File: config.mk
export PLATFORM = sky130hd
export DESIGN_NAME = cmsl_ctrl
export DESIGN_NICKNAME = d
export VERILOG_FILES = /design/src/rtl/core/cmsl_pkg.sv /design/src/rtl/core/cmsl_ctrl.sv
export VERILOG_INCLUDE_DIRS = /design/src /design/src/rtl/core
export SDC_FILE = /design/constraint.sdc
export NUM_CORES = 1
export LEC_CHECK = 0
export BUFFER_PORTS_ARGS = -buffer_cell sky130_fd_sc_hd__clkbuf_2
export CORE_AREA = 5 5 42 44
export DETAILED_ROUTE_END_ITERATION = 8
export DIE_AREA = 0 0 47 49
export GPL_ROUTABILITY_DRIVEN = 0
export HOLD_SLACK_MARGIN = 0.12
export RECOVER_POWER = 100
export SETUP_SLACK_MARGIN = 0.05
export SLEW_MARGIN = 20
export SYNTH_ARGS = -nofsm -noshare
export SYNTH_HDL_FRONTEND = slang
export SYNTH_SLANG_ARGS = --single-unit
File: constraint.sdc
create_clock -name clk -period 1.63 [get_ports clk]
set_input_delay 0.326 -clock clk [delete_from_list [all_inputs] [get_ports clk]]
set_output_delay 0.326 -clock clk [all_outputs]
set_load 0.1 [all_outputs]
File: src/rtl/core/chunk_map_span_lookup_macros.svh
// Assertion macros for the chunk map span lookup block.
// Included by the controller and the datapath; no other dependencies.
`ifndef CHUNK_MAP_SPAN_LOOKUP_MACROS_SVH
`define CHUNK_MAP_SPAN_LOOKUP_MACROS_SVH

// Same-cycle implication
`define CMSL_ASSERT_IMPLY(label, clk, rst_n, ante, cons, msg) \
	label: assert property (@(posedge clk) disable iff (!rst_n) (ante) |-> (cons)) \
		else $error(msg);

// Next-cycle implication
`define CMSL_ASSERT_NEXT(label, clk, rst_n, ante, cons, msg) \
	label: assert property (@(posedge clk) disable iff (!rst_n) (ante) |=> (cons)) \
		else $error(msg);

// Invariant
`define CMSL_ASSERT_HOLD(label, clk, rst_n, cond, msg) \
	label: assert property (@(posedge clk) disable iff (!rst_n) (cond)) \
		else $error(msg);

`endif

File: src/rtl/core/cmsl_pkg.sv
// Shared types and constants for the chunk map span lookup block.
// No dependencies; used by every module of the block.
`default_nettype none

package cmsl_pkg;

	// Payload field widths
	localparam int FIELD_W   = 48;
	localparam int CHUNK_W   = 12;
	localparam int HDR_BYTES = 16;

	// Configuration register indexes
	localparam int CFG_IDX_W = 2;
	localparam logic [CFG_IDX_W-1:0] CFG_FILE_SIZE    = 2'd0;
	localparam logic [CFG_IDX_W-1:0] CFG_FIRST_OFFSET = 2'd1;
	localparam logic [CFG_IDX_W-1:0] CFG_MODE         = 2'd2;

	// Compression mode that enables the size check
	localparam logic [1:0] MODE_UNCOMP = 2'd2;
	localparam logic [1:0] MODE_RESET  = 2'd2;

	typedef enum logic [1:0] {
		OP_CLEAR = 2'd0,
		OP_ADD   = 2'd1,
		OP_SEEK  = 2'd2,
		OP_READ  = 2'd3
	} op_t;

	typedef enum logic [3:0] {
		STAT_OK        = 4'd0,
		STAT_TRUNCATED = 4'd1,
		STAT_EMPTY     = 4'd2,
		STAT_PAST_END  = 4'd3,
		STAT_OVERFLOW  = 4'd4,
		STAT_FULL      = 4'd5,
		STAT_RANGE     = 4'd6,
		STAT_MISMATCH  = 4'd7,
		STAT_NONE      = 4'd8
	} status_t;

	typedef struct packed {
		op_t                op;
		logic [FIELD_W-1:0] packed_size;
		logic [FIELD_W-1:0] plain_size;
		logic [FIELD_W-1:0] target_position;
		logic [FIELD_W-1:0] want_bytes;
	} item_t;

	typedef struct packed {
		status_t            status;
		logic [CHUNK_W-1:0] span_chunk;
		logic [FIELD_W-1:0] span_packed_offset;
		logic [FIELD_W-1:0] span_packed_size;
		logic [FIELD_W-1:0] span_inner_offset;
		logic [FIELD_W-1:0] span_bytes;
		logic               span_reload;
		logic [FIELD_W-1:0] position_now;
	} result_t;

	typedef enum logic [2:0] {
		S_IDLE,
		S_DISPATCH,
		S_ADD_COMMIT,
		S_SEARCH,
		S_FETCH,
		S_LIMIT,
		S_FINISH
	} state_t;

	// Controller to datapath
	typedef struct packed {
		logic capture;
		logic dispatch;
		logic add_commit;
		logic search_step;
		logic fetch;
		logic limit;
		logic finish;
	} cmd_t;

	// Datapath to controller
	typedef struct packed {
		op_t  op;
		logic read_stop;
		logic search_done;
		logic mismatch;
	} sts_t;

endpackage

`default_nettype wire

File: src/rtl/core/cmsl_ctrl.sv
// Controller state machine: sequences each item through the datapath.
// Depends on cmsl_pkg and the assertion macro header.
`default_nettype none
`include "chunk_map_span_lookup_macros.svh"

module cmsl_ctrl (
	input  wire             clk,
	input  wire             arst_n,
	input  wire             start,
	input  cmsl_pkg::sts_t  sts,
	output logic            busy,
	output logic            done,
	output cmsl_pkg::cmd_t  cmd
);

	cmsl_pkg::state_t state_q, state_d;
	logic             done_q, done_d;

	// Next state
	always_comb begin
		state_d = state_q;
		unique case (state_q)
			cmsl_pkg::S_IDLE: begin
				if (start) begin
					state_d = cmsl_pkg::S_DISPATCH;
				end
			end
			cmsl_pkg::S_DISPATCH: begin
				unique case (sts.op) inside
					cmsl_pkg::OP_CLEAR, cmsl_pkg::OP_SEEK: state_d = cmsl_pkg::S_IDLE;
					cmsl_pkg::OP_ADD: state_d = cmsl_pkg::S_ADD_COMMIT;
					cmsl_pkg::OP_READ: begin
						state_d = sts.read_stop ? cmsl_pkg::S_IDLE : cmsl_pkg::S_SEARCH;
					end
					default: state_d = cmsl_pkg::S_IDLE;
				endcase
			end
			cmsl_pkg::S_ADD_COMMIT: state_d = cmsl_pkg::S_IDLE;
			cmsl_pkg::S_SEARCH: begin
				if (sts.search_done) begin
					state_d = cmsl_pkg::S_FETCH;
				end
			end
			cmsl_pkg::S_FETCH: begin
				state_d = sts.mismatch ? cmsl_pkg::S_IDLE : cmsl_pkg::S_LIMIT;
			end
			cmsl_pkg::S_LIMIT:  state_d = cmsl_pkg::S_FINISH;
			cmsl_pkg::S_FINISH: state_d = cmsl_pkg::S_IDLE;
			default:            state_d = cmsl_pkg::S_IDLE;
		endcase
	end

	// Commands to the datapath
	always_comb begin
		cmd             = '0;
		cmd.capture     = (state_q == cmsl_pkg::S_IDLE) && start;
		cmd.dispatch    = (state_q == cmsl_pkg::S_DISPATCH);
		cmd.add_commit  = (state_q == cmsl_pkg::S_ADD_COMMIT);
		cmd.search_step = (state_q == cmsl_pkg::S_SEARCH);
		cmd.fetch       = (state_q == cmsl_pkg::S_FETCH);
		cmd.limit       = (state_q == cmsl_pkg::S_LIMIT);
		cmd.finish      = (state_q == cmsl_pkg::S_FINISH);
		// result is registered as the item wraps up
		done_d          = (state_q != cmsl_pkg::S_IDLE) && (state_d == cmsl_pkg::S_IDLE);
	end

	always_ff @(posedge clk or negedge arst_n) begin
		if (!arst_n) begin
			state_q <= cmsl_pkg::S_IDLE;
			done_q  <= 1'b0;
		end else begin
			state_q <= state_d;
			done_q  <= done_d;
		end
	end

	assign busy = (state_q != cmsl_pkg::S_IDLE);
	assign done = done_q;

	`CMSL_ASSERT_IMPLY(a_done_after_work, clk, arst_n, done, $past(busy), "strobe without work")
	`CMSL_ASSERT_NEXT(a_accept_dispatch, clk, arst_n, start && !busy, state_q == cmsl_pkg::S_DISPATCH, "accepted item not dispatched")
	`CMSL_ASSERT_NEXT(a_done_single, clk, arst_n, done, !done, "strobe longer than one cycle")

endmodule

`default_nettype wire

==> metrics.csv, run 1 <==
metric,value,unit
outcome,"complete, but fails checks",
failing checks,negative setup slack,
Clock Sink Count,4,
Post-synth ARST share,100,%
Layout Nets,69,
Finished Cell Area,683,um^2
critical path required time,1.30,ns
Critical Path Slowest Stage Cell,or3_4,
Setup CP Type,reg -> out,
register area share after synthesis,33.1,%
top post-synthesis cells by area,"dfrtp_1 33%, buf_6 11%, nor3b_4 6.2%, nor3b_1 5.0%, nand2b_1 4.1%",
dpl cell area,569,um^2
fin crit period,1.67,ns
initial core utilization,21.6,%
largest family of logic cells by synthesized area,simple AND/OR/NAND/NOR gates,
Met2 Wirelength,465,um
I/O Buffers,16,
fmax,598,MHz
first-pass GRT wire length,1450,um
pre-CTS setup slack,0.144,ns
"Reg clk slew, reported paths",0.04,ns
WP buf/inv,1,
hold crit path type,in -> reg,
post-synthesis xor/xnor area fraction,0,%
"Area growth, synth to finish",126,%
largest net degree at the start of global routing,11,
Layout fillers,128,
initial antenna violation count,0,
highest routed layer,met3,
Die Ht,49,um
Mapped Area,303,um^2
grt total ovfl,0,
final setup fails,1,
Wirelength per Cell,11.8,um
DRC,0,
Die ar.,2300,um^2
"CP delay by family, top",simple AND/OR/NAND/NOR gates,
distinct cell type count after synthesis,20,
Setup crit end kind,output port,
fin crit share,103,%
Main synth FF type,dfrtp_1,
post-synthesis compound-gate area fraction,14.0,%
Synth Area per Inst,9.46,um^2
Synth top area share,33.1,%
Slew HR,64.2,%
crit start category,flip-flop,
post-synth top area cell,dfrtp_1,
CTS max path bufs,2,
vias in the first global route,340,
Tot GR Track Use,8.77,%
Final Non-Filler Cells,75,
Critical Path AT,1.35,ns
"slowest stage delay, CP",0.42,ns
row cnt,14,
max-slew violation count,0,
n_diodes,0,
CTS Buf Count,3,
DRT met1 WL,374,um
critical path cell sequence,or3_4 > nor2_4 > buf_12,
Ys Warns,0,
Worst Skew,0.00203,ns
"FF+latch count, synth",4,
mux contribution to synthesized area,0,%
htree depth,1,
max cap viols,0,
Initial DRC Count,4,
CORE AREA,1400,um^2
Post-Place Cells,65,
synth cell count leaders,"4 x dfrtp_1, 3 x buf_6, 3 x nor2_1",
setup ws final,-0.0418,ns
syn nets,40,
number of flops mapped to enable cells by yosys,0,
die width,47,um
RSZ-0062 raised after global routing,true,
Root Buffer,clkbuf_4,
ratio of cells with drive above 1 in the final layout,67.8,%
CP Max Fanout,2,
CTS tree,done,
# IOs,17,
Routed Antenna Nets,0,
vias per cell,4.60,
most frequent cell after synthesis,dfrtp_1,
wire length on met3,48,um
Synth Instances,32,
dpl hpwl,629,um
post-synthesis simple-gate area fraction,39.3,%
final WL,888,um
vias,345,
Pre-antenna DRT Iters,3,
Least-Margin Pin Slew,0.539,ns
Final Util,48.8,%
Hold Fails Final Rpt,0,
clock latency at the later pin of the worst-skew pair,0.23,ns
area share of fa/ha/maj cells after synthesis,0,%
## cells in the final DEF (no fill, tap or decap), types with 2 or more instances in the layout
cell      netlist  routed
buf_6           3       3
buf_12          0       8
buf_4           0       6
clkbuf_4        0       3
nor3b_4         1       3
dfrtp_1         4       4
o21ai_0         2       2
nor2_4          0       3
clkbuf_2        0       7
## through the flow
stage	setup TNS (ns)	hold WS, ns
after floorplan	-0.988	0.0304
after global placement	0	0.133
after detailed placement	0	0.137
after CTS	-0.0732	0.331
after global routing	-0.229	0.369
final	-0.0418	0.339
## per-layer routing
metal / vias to the layer above / GRT usage [%]
li1: 174 / -
met1: 163 / 11.8
met2: 8 / 11.8
met3: 0 / 2.58
met4: 0 / 5.53
met5: - / 0
## cell type report
type | instances | area, um^2 | share of cell area (%)
repair buffers | 27 | 303 | 44.3
multi-input cells | 23 | 225 | 33.0
flip-flops and latches | 4 | 100 | 14.7
clock buffers | 3 | 22.5 | 3.30
well taps | 16 | 20.0 | 2.93
inverters | 2 | 12.5 | 1.83
## cells by family (layout without fill, tap and decap cells)
group	after synthesis	after routing
DFF	4	4
AOI/OAI and AO/OA	6	6
buffers and inverters	5	32
and+or+nand+nor	17	17
## worst paths after layout
kind	cells past startpoint	endpoint	from	slack (ns)
setup / recovery	3	cmd[6]	state_q[1]$_DFF_PN0_	-0.04
hold / removal	2	done$_DFF_PN0_	sts[3]	0.34
setup reg to reg	4	state_q[0]$_DFF_PN0_	state_q[0]$_DFF_PN0_	0.17
hold reg to reg	3	done$_DFF_PN0_	state_q[1]$_DFF_PN0_	0.71
max in group asynchronous	2	state_q[1]$_DFF_PN0_	arst_n	1.00
min in group asynchronous	2	state_q[2]$_DFF_PN0_	arst_n	0.45
## registers in the layout, summed over array words and instances (netlist names)
| name | cells |
|---|---|
| state_q | 3 |
| done | 1 |
## timing repair
item                                   CTS  global route
pin swaps                                4             1
buffers inserted                         4             2
endpoints found under the hold margin    4             0
cloned                                   0             0
hold buffers                             1             0
gates resized for setup                  9             2
setup endpoints to repair                7             7
Power of run 1 is left out: the tool's default activity adds up to more than one toggle a clock period on the data nets, which glitch-free logic cannot reach.
==> run 2: changes to the inputs <==
--- a/config.mk
+++ b/config.mk
@@ -8,10 +8,12 @@
 export LEC_CHECK = 0
 export BUFFER_PORTS_ARGS = -buffer_cell sky130_fd_sc_hd__clkbuf_2
 export CORE_AREA = 5 5 42 44
+export CTS_BUF_LIST = sky130_fd_sc_hd__clkbuf_16
 export DETAILED_ROUTE_END_ITERATION = 8
 export DIE_AREA = 0 0 47 49
 export GPL_ROUTABILITY_DRIVEN = 0
 export HOLD_SLACK_MARGIN = 0.12
+export MAX_ROUTING_LAYER = met4
 export RECOVER_POWER = 100
 export SETUP_SLACK_MARGIN = 0.05
 export SLEW_MARGIN = 20
==> run 2 against run 1 <==
The run still ends with negative setup slack left. Flip-flop and latch count stayed put. Utilization is 0.54 points lower. Worst hold slack better by 0.013 ns. Largest cell class unchanged. Clock-buffer cell count stayed put. Final cell count is 2.7% lower. Non-clock buffer count is 2 lower. Wire length is 5.4% lower. Die area stayed put.
==> metrics.csv, run 2 (synthesized netlist as in run 1, its figures left out) <==
metric,value,unit,change
vias in the first global route,337,,-0.88%
fin crit period,1.67,ns,-0.00505 ns
max-slew violation count,0,,unchanged
"commonest non-fill, non-tap cell in the layout",clkbuf_2,,
Setup crit end kind,output port,,
Wirelength per Cell,11.5,um,-2.8%
Least-Margin Pin Slew,0.537,ns,-0.00193 ns
Root Buffer,clkbuf_16,,
CP Max Fanout,4,,+2
Routed Antenna Nets,0,,unchanged
RSZ-0062 raised after global routing,true,,
Pre-antenna DRT Iters,2,,-1
Initial DRC Count,1,,-3
first-pass GRT wire length,1490,um,+2.8%
Tot GR Track Use,9.35,%,+0.59 points
Largest register FFs,3,,unchanged
dpl hpwl,629,um,unchanged
Worst Setup EP,cmd[6],,
n_diodes,0,,unchanged
fin crit share,102,%,-0.31 points
CTS max path bufs,2,,unchanged
hold crit path type,in -> reg,,
vias per cell,4.53,,-1.4%
fmax,600,MHz,+0.30%
Finished Cell Area,676,um^2,-1.1%
ratio of cells with drive above 1 in the final layout,66.7,%,-1.1 points
worst reg2reg path depth,4,,unchanged
Worst Skew,0.000690,ns,-0.00134 ns
grt total ovfl,0,,unchanged
Clock Sink Count,4,,unchanged
vias,331,,-4.1%
largest net degree at the start of global routing,11,,unchanged
largest register by flop count,state_q,,
crit start category,flip-flop,,
final WL,840,um,-5.4%
outcome,"complete, but fails checks",,
DRC,0,,unchanged
max cap viols,0,,unchanged
Critical Path AT,1.34,ns,about the same
CTS Buf Count,3,,unchanged
# IOs,17,,unchanged
die width,47,um,unchanged
initial core utilization,21.6,%,unchanged
Die Ht,49,um,unchanged
final setup fails,1,,unchanged
setup ws final,-0.0368,ns,+0.00505 ns
htree depth,1,,unchanged
CTS tree,done,,
Slew HR,64.4,%,+0.13 points
row cnt,14,,unchanged
Hold Fails Final Rpt,0,,unchanged
failing checks,negative setup slack,,
Die ar.,2300,um^2,unchanged
initial antenna violation count,0,,unchanged
Critical R2R Launch,state_q[0]$_DFF_PN0_,,
CORE AREA,1400,um^2,unchanged
"commonest non-fill, non-tap cells in the layout","7 x clkbuf_2, 5 x buf_6, 5 x buf_4, 4 x buf_12",,
worst reg2reg setup slack,0.25,ns,+0.08 ns
Worst Setup SP,state_q[0]$_DFF_PN0_,,
dpl cell area,569,um^2,unchanged
"Area growth, synth to finish",123,%,
Final Util,48.2,%,-0.54 points
r2r endpoint,state_q[0]$_DFF_PN0_,,
Setup CP Type,reg -> out,,
I/O Buffers,16,,unchanged
"Reg clk slew, reported paths",0.03,ns,about the same
clock latency at the later pin of the worst-skew pair,0.22,ns,about the same
Layout Nets,67,,-2.9%
critical path required time,1.30,ns,about the same
-- run 2: cell count changes in the layout (fill, tap and decap cells not counted), moves of 2 or more --
cell / delta
clkbuf_16: +3
clkbuf_4: -3
buf_6: +2
buf_12: -4
-- run 2: repair_timing --
| action | in CTS | in global routing |
|---|---|---|
| buffers inserted | 3 | 1 |
| hold buffers | 1 | 0 |
| gates resized for setup | 4 | 4 |
| endpoints found under the setup margin | 5 | 7 |
| pin swaps | 3 | 1 |
| hold endpoints to repair | 4 | 0 |
-- run 2: how the worst min path moves through the flow --
stage | startpoint | end | slack (ns) | cells past startpoint
5_1_grt | sts[1] | state_q[2]$_DFF_PN0_ | 0.38 | 2
6_report | sts[3] | done$_DFF_PN0_ | 0.35 | 2
2_1_floorplan | arst_n | done$_DFF_PN0_ | 0.03 | 0
3_3_place_gp | arst_n | done$_DFF_PN0_ | 0.13 | 1
4_1_cts | sts[3] | done$_DFF_PN0_ | 0.35 | 2
3_5_place_dp | arst_n | done$_DFF_PN0_ | 0.14 | 1
-- run 2: layer usage --
| metal | vias to the layer above | global-route usage [%] | wire length [um] | share of wire [%] |
|---|---|---|---|---|
| met3 | 2 | 3.32 | 38 | 4.5 |
| met2 | 8 | 12.4 | 448 | 53 |
| met4 | 0 | 4.15 | 7 | 0.83 |
| met1 | 156 | 12.5 | 345 | 41 |
| met5 | - | - | 0 | 0 |
| li1 | 165 | - | - | - |
-- run 2: area by class of cell --
| class | count | area [um^2] |
|---|---|---|
| sequential | 4 | 101 |
| tap | 16 | 20.0 |
| multi-input combinational | 23 | 219 |
| timing repair buffer | 25 | 253 |
| clock buffer | 3 | 75.1 |
| fill | 139 | 726 |
| inverter | 2 | 7.51 |
-- run 2: metrics by stage --
stage                     worst slack [ns]  instances  hold WS [ns]  TNS [ns]
after floorplan                     -0.284         32        0.0304    -0.988
after global placement               0.175         65         0.133         0
after detailed placement             0.144         65         0.137         0
after CTS                          -0.0385         72         0.352   -0.0385
after global routing               -0.0733         73         0.384    -0.117
final                              -0.0368         73         0.352   -0.0368
-- run 2: critical path, stage by stage, from the launching register on --
cell	delay (ns)
dfrtp_1	0.39
or3_4	0.41
nor2_4	0.13
buf_12	0.18
Power of run 2 is left out for the same reason.
==> run 3: changes to the inputs <==
--- a/config.mk
+++ b/config.mk
@@ -16,6 +16,7 @@
 export MAX_ROUTING_LAYER = met4
 export RECOVER_POWER = 100
 export SETUP_SLACK_MARGIN = 0.05
+export SKIP_LAST_GASP = 1
 export SLEW_MARGIN = 20
 export SYNTH_ARGS = -nofsm -noshare
 export SYNTH_HDL_FRONTEND = slang
==> constraint.sdc (replaced) <==
create_clock -name clk -period 2.01 [get_ports clk]
set_input_delay 0.402 -clock clk [delete_from_list [all_inputs] [get_ports clk]]
set_output_delay 0.402 -clock clk [all_outputs]
set_load 0.1 [all_outputs]
==> run 3 against run 2 <==
The flow now finishes without violations. Cell area shrank 26%. Largest cell class is now multi-input combinational cells. Flip-flop and latch count is the same. Worst setup slack gained 0.14 ns. Global-route usage shrank 1.2 points. Final cell count shrank 6.8%. Die area is the same. Critical path depth is the same. Register-to-register slack gained 0.26 ns.
==> metrics.csv, run 3 (synthesized netlist as in run 1, its figures left out) <==
metric,value,unit,change
largest net degree at the start of global routing,12,,+1
Die Ht,49,um,unchanged
Setup crit end kind,output port,,
CORE AREA,1400,um^2,unchanged
first-pass GRT wire length,1290,um,-13%
# IOs,17,,unchanged
CP Max Fanout,2,,-2
outcome,"finished, final reports clean",,
Wirelength per Cell,11.1,um,-3.4%
"Area growth, synth to finish",64.5,%,
fin crit share,94.6,%,
Critical Path AT,1.50,ns,+0.16 ns
Layout fillers,154,,+11%
n_diodes,0,,unchanged
die width,47,um,unchanged
vias,308,,-6.9%
Setup TNS,0,ns,+0.0368 ns
Post-Place Cells,64,,-1.5%
Final Non-Filler Cells,68,,-6.8%
"commonest non-fill, non-tap cell in the layout",clkbuf_2,,
Clock Sink Count,4,,unchanged
vias in the first global route,306,,-9.2%
DRC,0,,unchanged
clock latency at the later pin of the worst-skew pair,0.22,ns,about the same
Die ar.,2300,um^2,unchanged
hold crit path type,in -> reg,,
vias per cell,4.53,,-0.11%
max cap viols,0,,unchanged
"Reg clk slew, reported paths",0.03,ns,about the same
Hold Fails Final Rpt,0,,unchanged
critical path required time,1.61,ns,+0.31 ns
fin crit period,1.90,ns,
final WL,756,um,-10%
Tot GR Track Use,8.12,%,-1.2 points
row cnt,14,,unchanged
Routed Antenna Nets,0,,unchanged
CTS max path bufs,2,,unchanged
max-slew violation count,0,,unchanged
final setup fails,0,,-1
fmax,526,MHz,
I/O Buffers,16,,unchanged
Slew HR,64.1,%,-0.30 points
Resized Gates After CTS,0,,-4
Initial DRC Count,6,,+5
crit start category,flip-flop,,
ratio of cells with drive above 1 in the final layout,53.8,%,-13 points
"commonest non-fill, non-tap cells in the layout","12 x clkbuf_2, 4 x dfrtp_1, 4 x buf_4, 3 x clkbuf_16",,
setup bufs post-CTS,0,,-3
initial antenna violation count,0,,unchanged
Largest register FFs,3,,unchanged
Worst Skew,0.000496,ns,-0.000195 ns
CTS tree,done,,
Setup CP Type,reg -> out,,
Pre-antenna DRT Iters,4,,+2
Layout Nets,62,,-7.5%
Root Buffer,clkbuf_16,,
htree depth,1,,unchanged
grt total ovfl,0,,unchanged
dpl hpwl,582,um,-7.5%
Least-Margin Pin Slew,0.541,ns,+0.00448 ns
RSZ-0062 raised after global routing,false,,
initial core utilization,21.6,%,unchanged
worst reg2reg setup slack,0.51,ns,+0.26 ns
largest register by flop count,state_q,,
CTS Buf Count,3,,unchanged
[run 3: final timing paths]
| path | start | endpoint | depth (start not counted) |
|---|---|---|---|
| max | state_q[1]$_DFF_PN0_ | cmd[6] | 3 |
| max in group asynchronous | arst_n | state_q[0]$_DFF_PN0_ | 2 |
| min reg2reg | state_q[0]$_DFF_PN0_ | state_q[1]$_DFF_PN0_ | 2 |
| min | sts[3] | done$_DFF_PN0_ | 2 |
| min in group asynchronous | arst_n | done$_DFF_PN0_ | 2 |
| max reg2reg | state_q[0]$_DFF_PN0_ | state_q[0]$_DFF_PN0_ | 4 |
[run 3: area by class of cell]
type | count | area [um^2] | area share (%)
clock buffer | 3 | 75.1 | 15.1
inverter | 2 | 7.51 | 1.51
multi-input combinational | 23 | 179 | 35.9
sequential | 4 | 100 | 20.1
tap | 16 | 20.0 | 4.02
timing repair buffer | 20 | 116 | 23.4
[run 3: what timing repair did]
item                                   4_1_cts  5_1_grt
hold buffers                                 1        0
endpoints found under the hold margin        4        0
setup endpoints to repair                    0        0
[run 3: layer usage]
metal | share of wire (%) | up-vias | GRT usage, %
met5 | 0 | - | -
li1 | - | 155 | -
met2 | 51 | 11 | 9.50
met1 | 42 | 142 | 10.9
met4 | 0 | 0 | 4.15
met3 | 7.4 | 0 | 4.43
[run 3: worst max-delay path: stages, from the launching register on]
cell     delay (ns)
dfrtp_1        0.36
or3_2          0.52
nor2_4         0.11
buf_4          0.29
[run 3: metrics by stage]
step | instance area [um^2] | util [%] | worst slack (ns) | hold slack [ns]
final | 498 | 35.5 | 0.108 | 0.423
after global routing | 498 | 35.5 | 0.0762 | 0.452
after CTS | 527 | 37.6 | 0.103 | 0.411
after detailed placement | 442 | 31.5 | 0.341 | 0.211
after global placement | 442 | 31.5 | 0.354 | 0.211
after floorplan | 325 | - | -0.227 | 0.106
Power of run 3 is left out for the same reason.
